===== config.mk =====
export PLATFORM = sky130hd
export DESIGN_NAME = life_cell_stencil
export DESIGN_NICKNAME = d
export VERILOG_FILES = /design/src/hdl/lcs_pkg.sv /design/src/hdl/life_cell_stencil.sv /design/src/hdl/lcs_rule.sv
export SDC_FILE = /design/constraint.sdc
export NUM_CORES = 2
export LEC_CHECK = 0
export BUFFER_PORTS_ARGS = -buffer_cell sky130_fd_sc_hd__buf_4
export CAP_MARGIN = 40
export CORE_ASPECT_RATIO = 1.25
export CORE_MARGIN = 8
export CORE_UTILIZATION = 67
export CTS_CLUSTER_SIZE = 24
export DETAILED_ROUTE_END_ITERATION = 7
export PLACE_DENSITY_LB_ADDON = 0.08
export SYNTH_ARGS = -nofsm -noshare
export SYNTH_HDL_FRONTEND = slang
export SYNTH_SLANG_ARGS = --single-unit

===== constraint.sdc =====
create_clock -name aclk -period 35.3 [get_ports aclk]
set_input_delay 7.06 -clock aclk [delete_from_list [all_inputs] [get_ports aclk]]
set_output_delay 7.06 -clock aclk [all_outputs]
set_load 0.02 [all_outputs]

===== src/hdl/lcs_pkg.sv =====
`default_nettype none

package lcs_pkg;

    localparam int CFG_W      = 11;
    localparam int CFG_IDX_W  = 1;
    localparam int DIM_W      = 13;
    localparam int OUT_W      = 10;
    localparam int S_TDATA_W  = 8;
    localparam int M_TDATA_W  = 24;
    localparam int WIN_W      = 9;
    localparam int CNT_W      = 4;
    localparam int CENTER_BIT = 4;

    localparam logic [CFG_IDX_W-1:0] REG_GRID_WIDTH  = 1'd0;
    localparam logic [CFG_IDX_W-1:0] REG_GRID_HEIGHT = 1'd1;

    localparam logic [CFG_W-1:0] GRID_RESET   = 11'd1024;
    localparam logic [DIM_W-1:0] MIN_DIM      = 13'd3;
    localparam logic [CNT_W-1:0] BIRTH_COUNT  = 4'd3;
    localparam logic [CNT_W-1:0] KEEP_COUNT   = 4'd2;

    typedef logic [WIN_W-1:0] window_t;

    function automatic logic [DIM_W-1:0] clamp_dim(input logic [CFG_W-1:0] v,
                                                   input logic [DIM_W-1:0] hi);
        logic [DIM_W-1:0] ext;
        ext = DIM_W'(v);
        if (ext < MIN_DIM) begin
            return MIN_DIM;
        end else if (ext > hi) begin
            return hi;
        end
        return ext;
    endfunction

endpackage

`default_nettype wire


===== src/hdl/life_cell_stencil.sv =====
// Game of Life (B3/S23) stencil on a raster stream of cells. One cell is taken per
// transaction in row-major order, and one transaction per clock is sustained while
// m_tready holds no result back. For each interior cell (rows 1..H-2, columns 1..W-2)
// a result carrying the next-generation state is registered at the output as the input
// cell one row and one column ahead of it leaves the input stage; border cells give
// no result. W and H are the grid_width and grid_height registers clamped to
// [3, MAX_WIDTH] and [3, MAX_HEIGHT]; write them only while idle. m_tlast marks the
// last result of a frame. The two previous rows live in a single MAX_WIDTH x 2 line
// memory, read as a cell is taken and written back as it leaves the input stage; its
// contents are undefined after reset until the first two rows of a frame have passed.
`default_nettype none

module life_cell_stencil #(
    parameter int MAX_WIDTH  = 1024,
    parameter int MAX_HEIGHT = 1024
) (
    input  wire                               aclk,
    input  wire                               aresetn,
    input  wire                               s_tvalid,
    output logic                              s_tready,
    input  wire  [lcs_pkg::S_TDATA_W-1:0]     s_tdata,   // [0] cell_alive
    output logic                              m_tvalid,
    input  wire                               m_tready,
    output logic [lcs_pkg::M_TDATA_W-1:0]     m_tdata,   // [9:0] cell_row, [19:10] cell_col,
                                                         // [20] next_alive
    output logic                              m_tlast,   // frame_done
    input  wire                               cfg_valid,
    output logic                              cfg_ready,
    input  wire  [lcs_pkg::CFG_IDX_W-1:0]     cfg_index,
    input  wire  [lcs_pkg::CFG_W-1:0]         cfg_data
);

    localparam int COL_W = $clog2(MAX_WIDTH);
    localparam int ROW_W = $clog2(MAX_HEIGHT);
    localparam int OUT_W = lcs_pkg::OUT_W;
    localparam int DIM_W = lcs_pkg::DIM_W;

    logic [lcs_pkg::CFG_W-1:0] width_reg, height_reg;
    logic [DIM_W-1:0]          w_eff, h_eff;

    logic [COL_W-1:0] col_reg, col_next;
    logic [ROW_W-1:0] row_reg, row_next;
    logic             row_end, frame_end, emit;

    logic [1:0]       line_mem [MAX_WIDTH];
    logic [1:0]       rd_reg;

    logic             a_valid_reg;
    logic             a_bit_reg;
    logic             a_last_reg;
    logic             a_emit_reg;
    logic [COL_W-1:0] a_col_reg;
    logic [ROW_W-1:0] a_row_reg;

    lcs_pkg::window_t window_reg, window_next;
    logic             rule_alive;

    logic             m_valid_reg;
    logic [OUT_W-1:0] m_row_reg, m_col_reg;
    logic             m_alive_reg, m_last_reg;

    logic             s_fire, out_free, a_advance;
    logic [COL_W-1:0] col_m1;
    logic [ROW_W-1:0] row_m1;

    assign cfg_ready = 1'b1;

    always_ff @(posedge aclk) begin
        if (!aresetn) begin
            width_reg  <= lcs_pkg::GRID_RESET;
            height_reg <= lcs_pkg::GRID_RESET;
        end else if (cfg_valid) begin
            case (cfg_index)
                lcs_pkg::REG_GRID_WIDTH:  width_reg  <= cfg_data;
                lcs_pkg::REG_GRID_HEIGHT: height_reg <= cfg_data;
                default: ;
            endcase
        end
    end

    assign w_eff = lcs_pkg::clamp_dim(width_reg, DIM_W'(MAX_WIDTH));
    assign h_eff = lcs_pkg::clamp_dim(height_reg, DIM_W'(MAX_HEIGHT));

    // handshake: input stage frees when its item moves on in the same cycle
    assign out_free  = !m_valid_reg || m_tready;
    assign a_advance = a_valid_reg && out_free;
    assign s_tready  = !a_valid_reg || out_free;
    assign s_fire    = s_tvalid && s_tready;

    always_comb begin
        row_end   = (DIM_W'(col_reg) + DIM_W'(1) >= w_eff);
        frame_end = row_end && (DIM_W'(row_reg) + DIM_W'(1) >= h_eff);
        emit      = (DIM_W'(row_reg) >= DIM_W'(2)) && (DIM_W'(col_reg) >= DIM_W'(2));
        col_next  = row_end ? '0 : col_reg + COL_W'(1);
        row_next  = frame_end ? '0 : (row_end ? row_reg + ROW_W'(1) : row_reg);
    end

    always_ff @(posedge aclk) begin
        if (!aresetn) begin
            col_reg <= '0;
            row_reg <= '0;
        end else if (s_fire) begin
            col_reg <= col_next;
            row_reg <= row_next;
        end
    end

    // entry: [1] row - 2, [0] row - 1
    always_ff @(posedge aclk) begin
        if (s_fire) begin
            rd_reg <= line_mem[col_reg];
        end
        if (a_advance) begin
            line_mem[a_col_reg] <= {rd_reg[0], a_bit_reg};
        end
    end

    always_ff @(posedge aclk) begin
        if (!aresetn) begin
            a_valid_reg <= 1'b0;
        end else if (s_fire) begin
            a_valid_reg <= 1'b1;
        end else if (a_advance) begin
            a_valid_reg <= 1'b0;
        end
    end

    always_ff @(posedge aclk) begin
        if (s_fire) begin
            a_bit_reg  <= s_tdata[0];
            a_last_reg <= frame_end;
            a_emit_reg <= emit;
            a_col_reg  <= col_reg;
            a_row_reg  <= row_reg;
        end
    end

    assign window_next = {a_bit_reg, rd_reg[0], rd_reg[1], window_reg[8:3]};

    always_ff @(posedge aclk) begin
        if (!aresetn) begin
            window_reg <= '0;
        end else if (a_advance) begin
            window_reg <= window_next;
        end
    end

    lcs_rule u_rule (
        .window     (window_next),
        .next_alive (rule_alive)
    );

    assign col_m1 = a_col_reg - COL_W'(1);
    assign row_m1 = a_row_reg - ROW_W'(1);

    always_ff @(posedge aclk) begin
        if (!aresetn) begin
            m_valid_reg <= 1'b0;
        end else if (a_advance) begin
            m_valid_reg <= a_emit_reg;
        end else if (m_tready) begin
            m_valid_reg <= 1'b0;
        end
    end

    always_ff @(posedge aclk) begin
        if (a_advance && a_emit_reg) begin
            m_row_reg   <= OUT_W'(row_m1);
            m_col_reg   <= OUT_W'(col_m1);
            m_alive_reg <= rule_alive;
            m_last_reg  <= a_last_reg;
        end
    end

    assign m_tvalid = m_valid_reg;
    assign m_tlast  = m_last_reg;
    assign m_tdata  = {3'b000, m_alive_reg, m_col_reg, m_row_reg};

endmodule

`default_nettype wire


===== src/hdl/lcs_rule.sv =====
`default_nettype none

// B3/S23 on a 3x3 window; bit 4 is the center cell
module lcs_rule (
    input  wire lcs_pkg::window_t window,
    output logic                  next_alive
);

    logic [lcs_pkg::CNT_W-1:0] neighbors;

    always_comb begin
        neighbors = '0;
        for (int i = 0; i < lcs_pkg::WIN_W; i++) begin
            if (i != lcs_pkg::CENTER_BIT) begin
                neighbors = neighbors + lcs_pkg::CNT_W'(window[i]);
            end
        end
        if (neighbors == lcs_pkg::BIRTH_COUNT) begin
            next_alive = 1'b1;
        end else if (neighbors == lcs_pkg::KEEP_COUNT) begin
            next_alive = window[lcs_pkg::CENTER_BIT];
        end else begin
            next_alive = 1'b0;
        end
    end

endmodule

`default_nettype wire


Word-level counts from Yosys, hierarchy flattened
Memory sizes are Yosys's and may differ from the RTL's. A register that Yosys moved wholly into a read port is not among the register bits.
Index checks and enable logic that the tools add are counted.
{ "word_totals": {"register_bits": 98, "ram_bits": 2048, "input_bits": 25, "elab_cells": 76, "mem_count": 1} }
{ "op_classes": {"addsub": 13, "n_lt_le_gt_ge": 8, "eq_ne": 2, "n_mux": 20, "n_bitwise": 1, "reduce_logical": 15} }
{ "mem_list": {"columns": ["memory", "depth", "width", "read_ports", "rd_clocked_by_memory_dff", "wr", "line_no", "rtl"], "rows": [
  ["line_mem", 1024, 2, 1, 1, 1, "life_cell_stencil.sv:45", "logic [1:0] line_mem [MAX_WIDTH];"]
]} }
{ "ops": {"columns": ["op", "count"], "rows": [
  ["two-way mux 13 bit", 6],
  ["two-way mux 10 bit", 3],
  [">= comparator 11 x 13 -> 1 bit", 2],
  ["adder 4 x 1 -> 4 bit", 6],
  ["adder 10 x 1 -> 11 bit (second input constant)", 2],
  ["greater-than comparator 11 bit (second input constant)", 2],
  ["< comparator 11 x 2 -> 1 bit (second input constant)", 2],
  ["adder 10 x 1 -> 10 bit (second input constant)", 2],
  [">= comparator 10 x 2 -> 1 bit (second input constant)", 2],
  ["subtractor 10 x 1 -> 10 bit (second input constant)", 2],
  ["two-way mux 1 bit", 11],
  ["== test 4 x 2 -> 1 bit (second input constant)", 2],
  ["AND reduction 2 bit", 3],
  ["nonzero test 2 bit", 3],
  ["logical AND 1 bit", 5],
  ["adder 1 x 1 -> 2 bit", 1],
  ["logical NOT 1 bit", 2],
  ["logical OR 1 bit", 2],
  ["inverter 1 bit", 1]
]} }

Longest topological paths before layout
{ "logic_depth": {"ltp_word": 9, "mapped_depth": 21, "ltp_nobuf": 15} }

Hierarchy
From an unflattened synthesis, not the netlist that was laid out.
{ "hier_totals": {"hier_cells": 5263, "area_unflattened_um2": 88369.8} }
{ "by_module_without_submodules": {"columns": ["mod", "n_inst", "cells_per_inst", "area_per_inst_um2", "seq_area_each_um2"], "rows": [
  ["life_cell_stencil", 1, 5240, 88169.6, 63911.3],
  ["lcs_rule", 1, 23, 200.2, 0.0]
]} }

Least setup slack after synthesis
No wires, ideal clock.
{ "synth_path": {"path_type": "reg-to-reg", "startpoint": "register rd_reg[0], read port of line_mem", "endpoint": "register m_alive_reg, data pin", "setup_time_ps": 157, "arrival_time_ps": 15764, "required_time_ps": 35143, "slack_ps": 19379, "stages_incl_launch_ff": 9, "path_buffers": 0, "period_less_slack_ps": 15921, "cell_sequence": "edfxtp_1 > inv_1 > fa_1 > fa_1 > fa_1 > fa_1 > a2111oi_0 > a21oi_1 > nor3_1"} }
{ "synth_via": {"elab_chain_cells": 4, "elab_cells_between_ends": 5, "cone_classes": "add/sub: 2; eq/ne: 2; mux: 1"} }
{ "synth_rtl": {"columns": ["item", "line_no", "rtl"], "rows": [
  ["start, declared", "life_cell_stencil.sv:46", "logic [1:0] rd_reg;"],
  ["adder 4 x 1 -> 4 bit * (2 in series)", "lcs_rule.sv:15", "neighbors = neighbors + lcs_pkg::CNT_W'(window[i]);"],
  ["== test 4 x 2 -> 1 bit", "lcs_rule.sv:20", "end else if (neighbors == lcs_pkg::KEEP_COUNT) begin"],
  ["two-way mux 1 bit", "lcs_rule.sv:20", null],
  ["end signal, assigned", "life_cell_stencil.sv:170", "m_alive_reg <= rule_alive;"],
  ["end, declared", "life_cell_stencil.sv:60", "logic m_alive_reg, m_last_reg;"]
]} }
Mark *: on every way between the ends. The rest lies on a longest branch, timed or not.
A chain may end at the register's enable or synchronous reset.

Worst setup path in the final report
{ "layout_path": {"startpoint": "input m_tready", "endpoint": "output s_tready"} }
{ "layout_via": {"elab_chain_cells": 2} }
{ "layout_rtl": {"columns": ["item", "line_no", "rtl"], "rows": [
  ["start, declared", "life_cell_stencil.sv:23", "input wire m_tready,"],
  ["logical OR 1 bit", "life_cell_stencil.sv:85", "assign out_free = !m_valid_reg || m_tready;"],
  ["logical OR 1 bit", "life_cell_stencil.sv:87", "assign s_tready = !a_valid_reg || out_free;"],
  ["end, declared", "life_cell_stencil.sv:20", "output logic s_tready,"]
]} }
Every way passes these cells.

==> results_dict.tcl <==
set metrics [dict create \
    syn_area_mm2 0.0888 \
    post_synth_num_cell_types 77 \
    power_leakage_nw 29.9 \
    crit_type "input pin to primary output" \
    start_util_pct 67.3 \
    cts_setup_buffers 0 \
    netlist_instances 5399 \
    synthFlopType "edfxtp_1" \
    clock_latency_ns 0.85 \
    synth_edf_count 2095 \
    final_util_pct 74.6 \
    yosysWarnings 0 \
    hpwl_um 145000 \
    drive_gt1_share_pct 18.2 \
    die_w_um 342 \
    holdBufCountCts 0 \
    drv_slew 0 \
    start_kind "input pin" \
    yosysMostFrequentCell "edfxtp_1" \
    p_sw_mw 1.11 \
    seqPwrFrac_pct 53.8 \
    grt_pass1_wl_um 352000 \
    core_area_mm2 0.132 \
    combPwrFrac_pct 5.9 \
    power_switching_share_pct 21.3 \
    max_freq_ghz 0.0685 \
    numClockSinks 2145 \
    grt_pass1_vias 50951 \
    cp_slowest_stage_delay_ns 0.18 \
    hold_depth 0 \
    port_buffers 41 \
    ys_top_cells_by_area "edfxtp_1 (71%), mux4_2 (11%), nor2_1 (4.6%)" \
    hold_start "a_last_reg$_DFFE_PP_" \
    skew_ns 0.0372 \
    async_reset_ff_share_pct 0 \
    setup-violations-final 0 \
    status "finished, violations left" \
    cts_buffers 196 \
    antenna_found_initial 10 \
    synth.top_cells.by_count "edfxtp_1 (2095), nor2_1 (1096), mux4_2 (440)" \
    max-cap-violations 0 \
    drc_errors 5 \
    viasPerCell 7.05 \
    dr_total_vias 51452 \
    syn2layout_area_growth_pct 10.8 \
    place_inst 6937 \
    pwr-share-clk_pct 40.3 \
    failed_checks "DRC" \
    row_count 149 \
    path_clk_slew_ns 0.06 \
    track_usage_pct 34.1 \
    rsz0062_at_grt "no" \
    grt.overflow.total 0 \
    ios 53 \
    cts_resized 0 \
    hold_viol 0 \
    path_delay_family "buffers and inverters" \
    synth_seq_cells 2145 \
    required_ns 28.24 \
    worstPathMaxFanout 3 \
    cts_buffer_depth 3 \
    ir_worst_vdd_mv 0.0675 \
    htree_levels 4 \
    timing.rr.end "rd_reg[0]$_DFFE_PP_" \
    ant_nets 0 \
    slowest_stage "nand3b_1" \
    syn_area_per_cell_um2 16.4 \
    worst-endpoint-arrival_ns 7.54 \
    grt_max_degree 248 \
    reg2reg_from "col_reg[2]$_SDFFE_PN0P_" \
    period_share_pct 41.3 \
    setup-tns-final_ns 0 \
    first_pass_iters 8 \
    cts-root-buf "clkbuf_16" \
    timing.critical_path.cells "buf_4, nand3b_1, buf_4" \
    drt-total-wl_um 247000 \
    synth_top_area_share_pct 70.9 \
    dieArea_mm2 0.144 \
    cpMostUsedCell "buf_4" \
    gp_congestion 0.860 \
    max_slew.worst_pin.slew_ns 1.22 \
    critical_path_buf_inv_count 2 \
    r2r_cells 12 \
    hold_class "flop to flop" \
    reg2reg_slack_ns 29.18 \
    largest_reg_flops 2048 \
    netlist.top_cell.by_area "edfxtp_1" \
    finalNetCount 5464 \
    power_density_mw_per_mm2 53.2 \
    min_to "m_tlast$_DFFE_PP_" \
    slew_headroom_pct 18.8 \
    yosysSeqAreaShare_pct 72.0 \
    n_fill_cell 7618 \
    die_y_um 423 \
    wl_per_cell_um 33.8 \
    cts_tree "yes" \
    final_cell_count_no_fill 7297 \
    critPathCaptureType "primary output" \
    drtIter0Drc 7617 \
    p_int_mw 4.12 \
    min_period_ns 14.60 \
]
-- per-stage QoR --
| step | hold WS, ns | power, mW | cell area, um^2 | setup slack, ns |
|---|---|---|---|---|
| after global routing | 0.456 | 5.34 | 98300 | 20.69 |
| after global placement | 0.425 | 3.16 | 90500 | 20.72 |
| final | 0.441 | 5.23 | 98300 | 20.70 |
| after floorplan | 0.400 | 3.13 | 88800 | 19.38 |
| after detailed placement | 0.428 | 3.17 | 92000 | 20.71 |
| after CTS | 0.445 | 5.24 | 98300 | 20.71 |
-- logic make-up (layout without fill, tap and decap cells) --
family	Yosys count	in the layout	synth area share, %
AO/OA/AOI/OAI	433	433	3.39
XOR/XNOR	32	32	0.316
adder cells (fa/ha/maj)	39	39	0.584
buffers and inverters	466	620	2.53
flip-flops	2145	2145	72.0
multiplexers	672	672	13.8
other	2	10	0.00846
AND/OR/NAND/NOR	1610	1610	7.37
-- placed cells by master, fill, tap and decap left out, types with 13 or more instances in the layout --
cell,netlist,routed
clkinv_1,3,53
and2_1,17,15
a21boi_0,40,40
clkbuf_16,0,203
nor2_1,1096,1092
buf_16,0,37
a31oi_1,21,21
mux4_2,440,440
xnor2_1,17,17
edfxtp_1,2095,2095
nand3_2,0,20
dfxtp_1,50,44
mux2i_1,224,224
a221oi_1,38,38
nand3_1,93,61
o21ai_0,54,54
a22oi_1,34,34
nand4_1,20,20
clkinv_2,0,24
xor2_1,15,15
buf_8,5,13
clkbuf_1,260,36
buf_4,29,158
ha_1,35,35
nor3_1,25,23
bufinv_16,0,19
o221ai_1,28,28
nand2_1,275,274
and3_1,19,19
a21oi_1,79,79
inv_1,29,29
o22ai_1,39,39
buf_12,1,17
-- routing by layer --
layer | share of wire [%] | track usage [%]
met5 | 0.024 | 0
met2 | 47 | 53.8
met4 | 6.6 | 18.3
met3 | 13 | 7.95
met1 | 33 | 44.5
-- power groups by stage --
| stage | combinational (mW) | clock, mW | sequential, mW |
|---|---|---|---|
| floorplan | 0.196 | 0 | 2.93 |
| detailed placement | 0.307 | 0 | 2.87 |
| finish | 0.309 | 2.11 | 2.81 |
| global placement | 0.294 | 0 | 2.87 |
| CTS | 0.308 | 2.11 | 2.81 |
| global route | 0.325 | 2.21 | 2.81 |
-- cell type report --
| type | count | area, um^2 | area share, % |
|---|---|---|---|
| antenna | 6 | 15.0 | 0.0153 |
| clock buffer | 241 | 5240 | 5.33 |
| clock inverter | 112 | 1080 | 1.10 |
| inverter | 35 | 139 | 0.141 |
| multi-input combinational | 2790 | 22900 | 23.3 |
| sequential | 2145 | 63900 | 65.0 |
| tap | 1736 | 2170 | 2.21 |
| timing repair buffer | 232 | 2790 | 2.84 |
-- worst max-delay path by stage --
stage                              startpoint                        end  cells after the start
after floorplan           rd_reg[0]$_DFFE_PP_  m_alive_reg$_SDFFCE_PN1P_                      8
after global placement               m_tready                   s_tready                      3
after detailed placement             m_tready                   s_tready                      3
after CTS                            m_tready                   s_tready                      3
after global routing                 m_tready                   s_tready                      3
final                                m_tready                   s_tready                      3
Power figures use the tool's default switching activity.
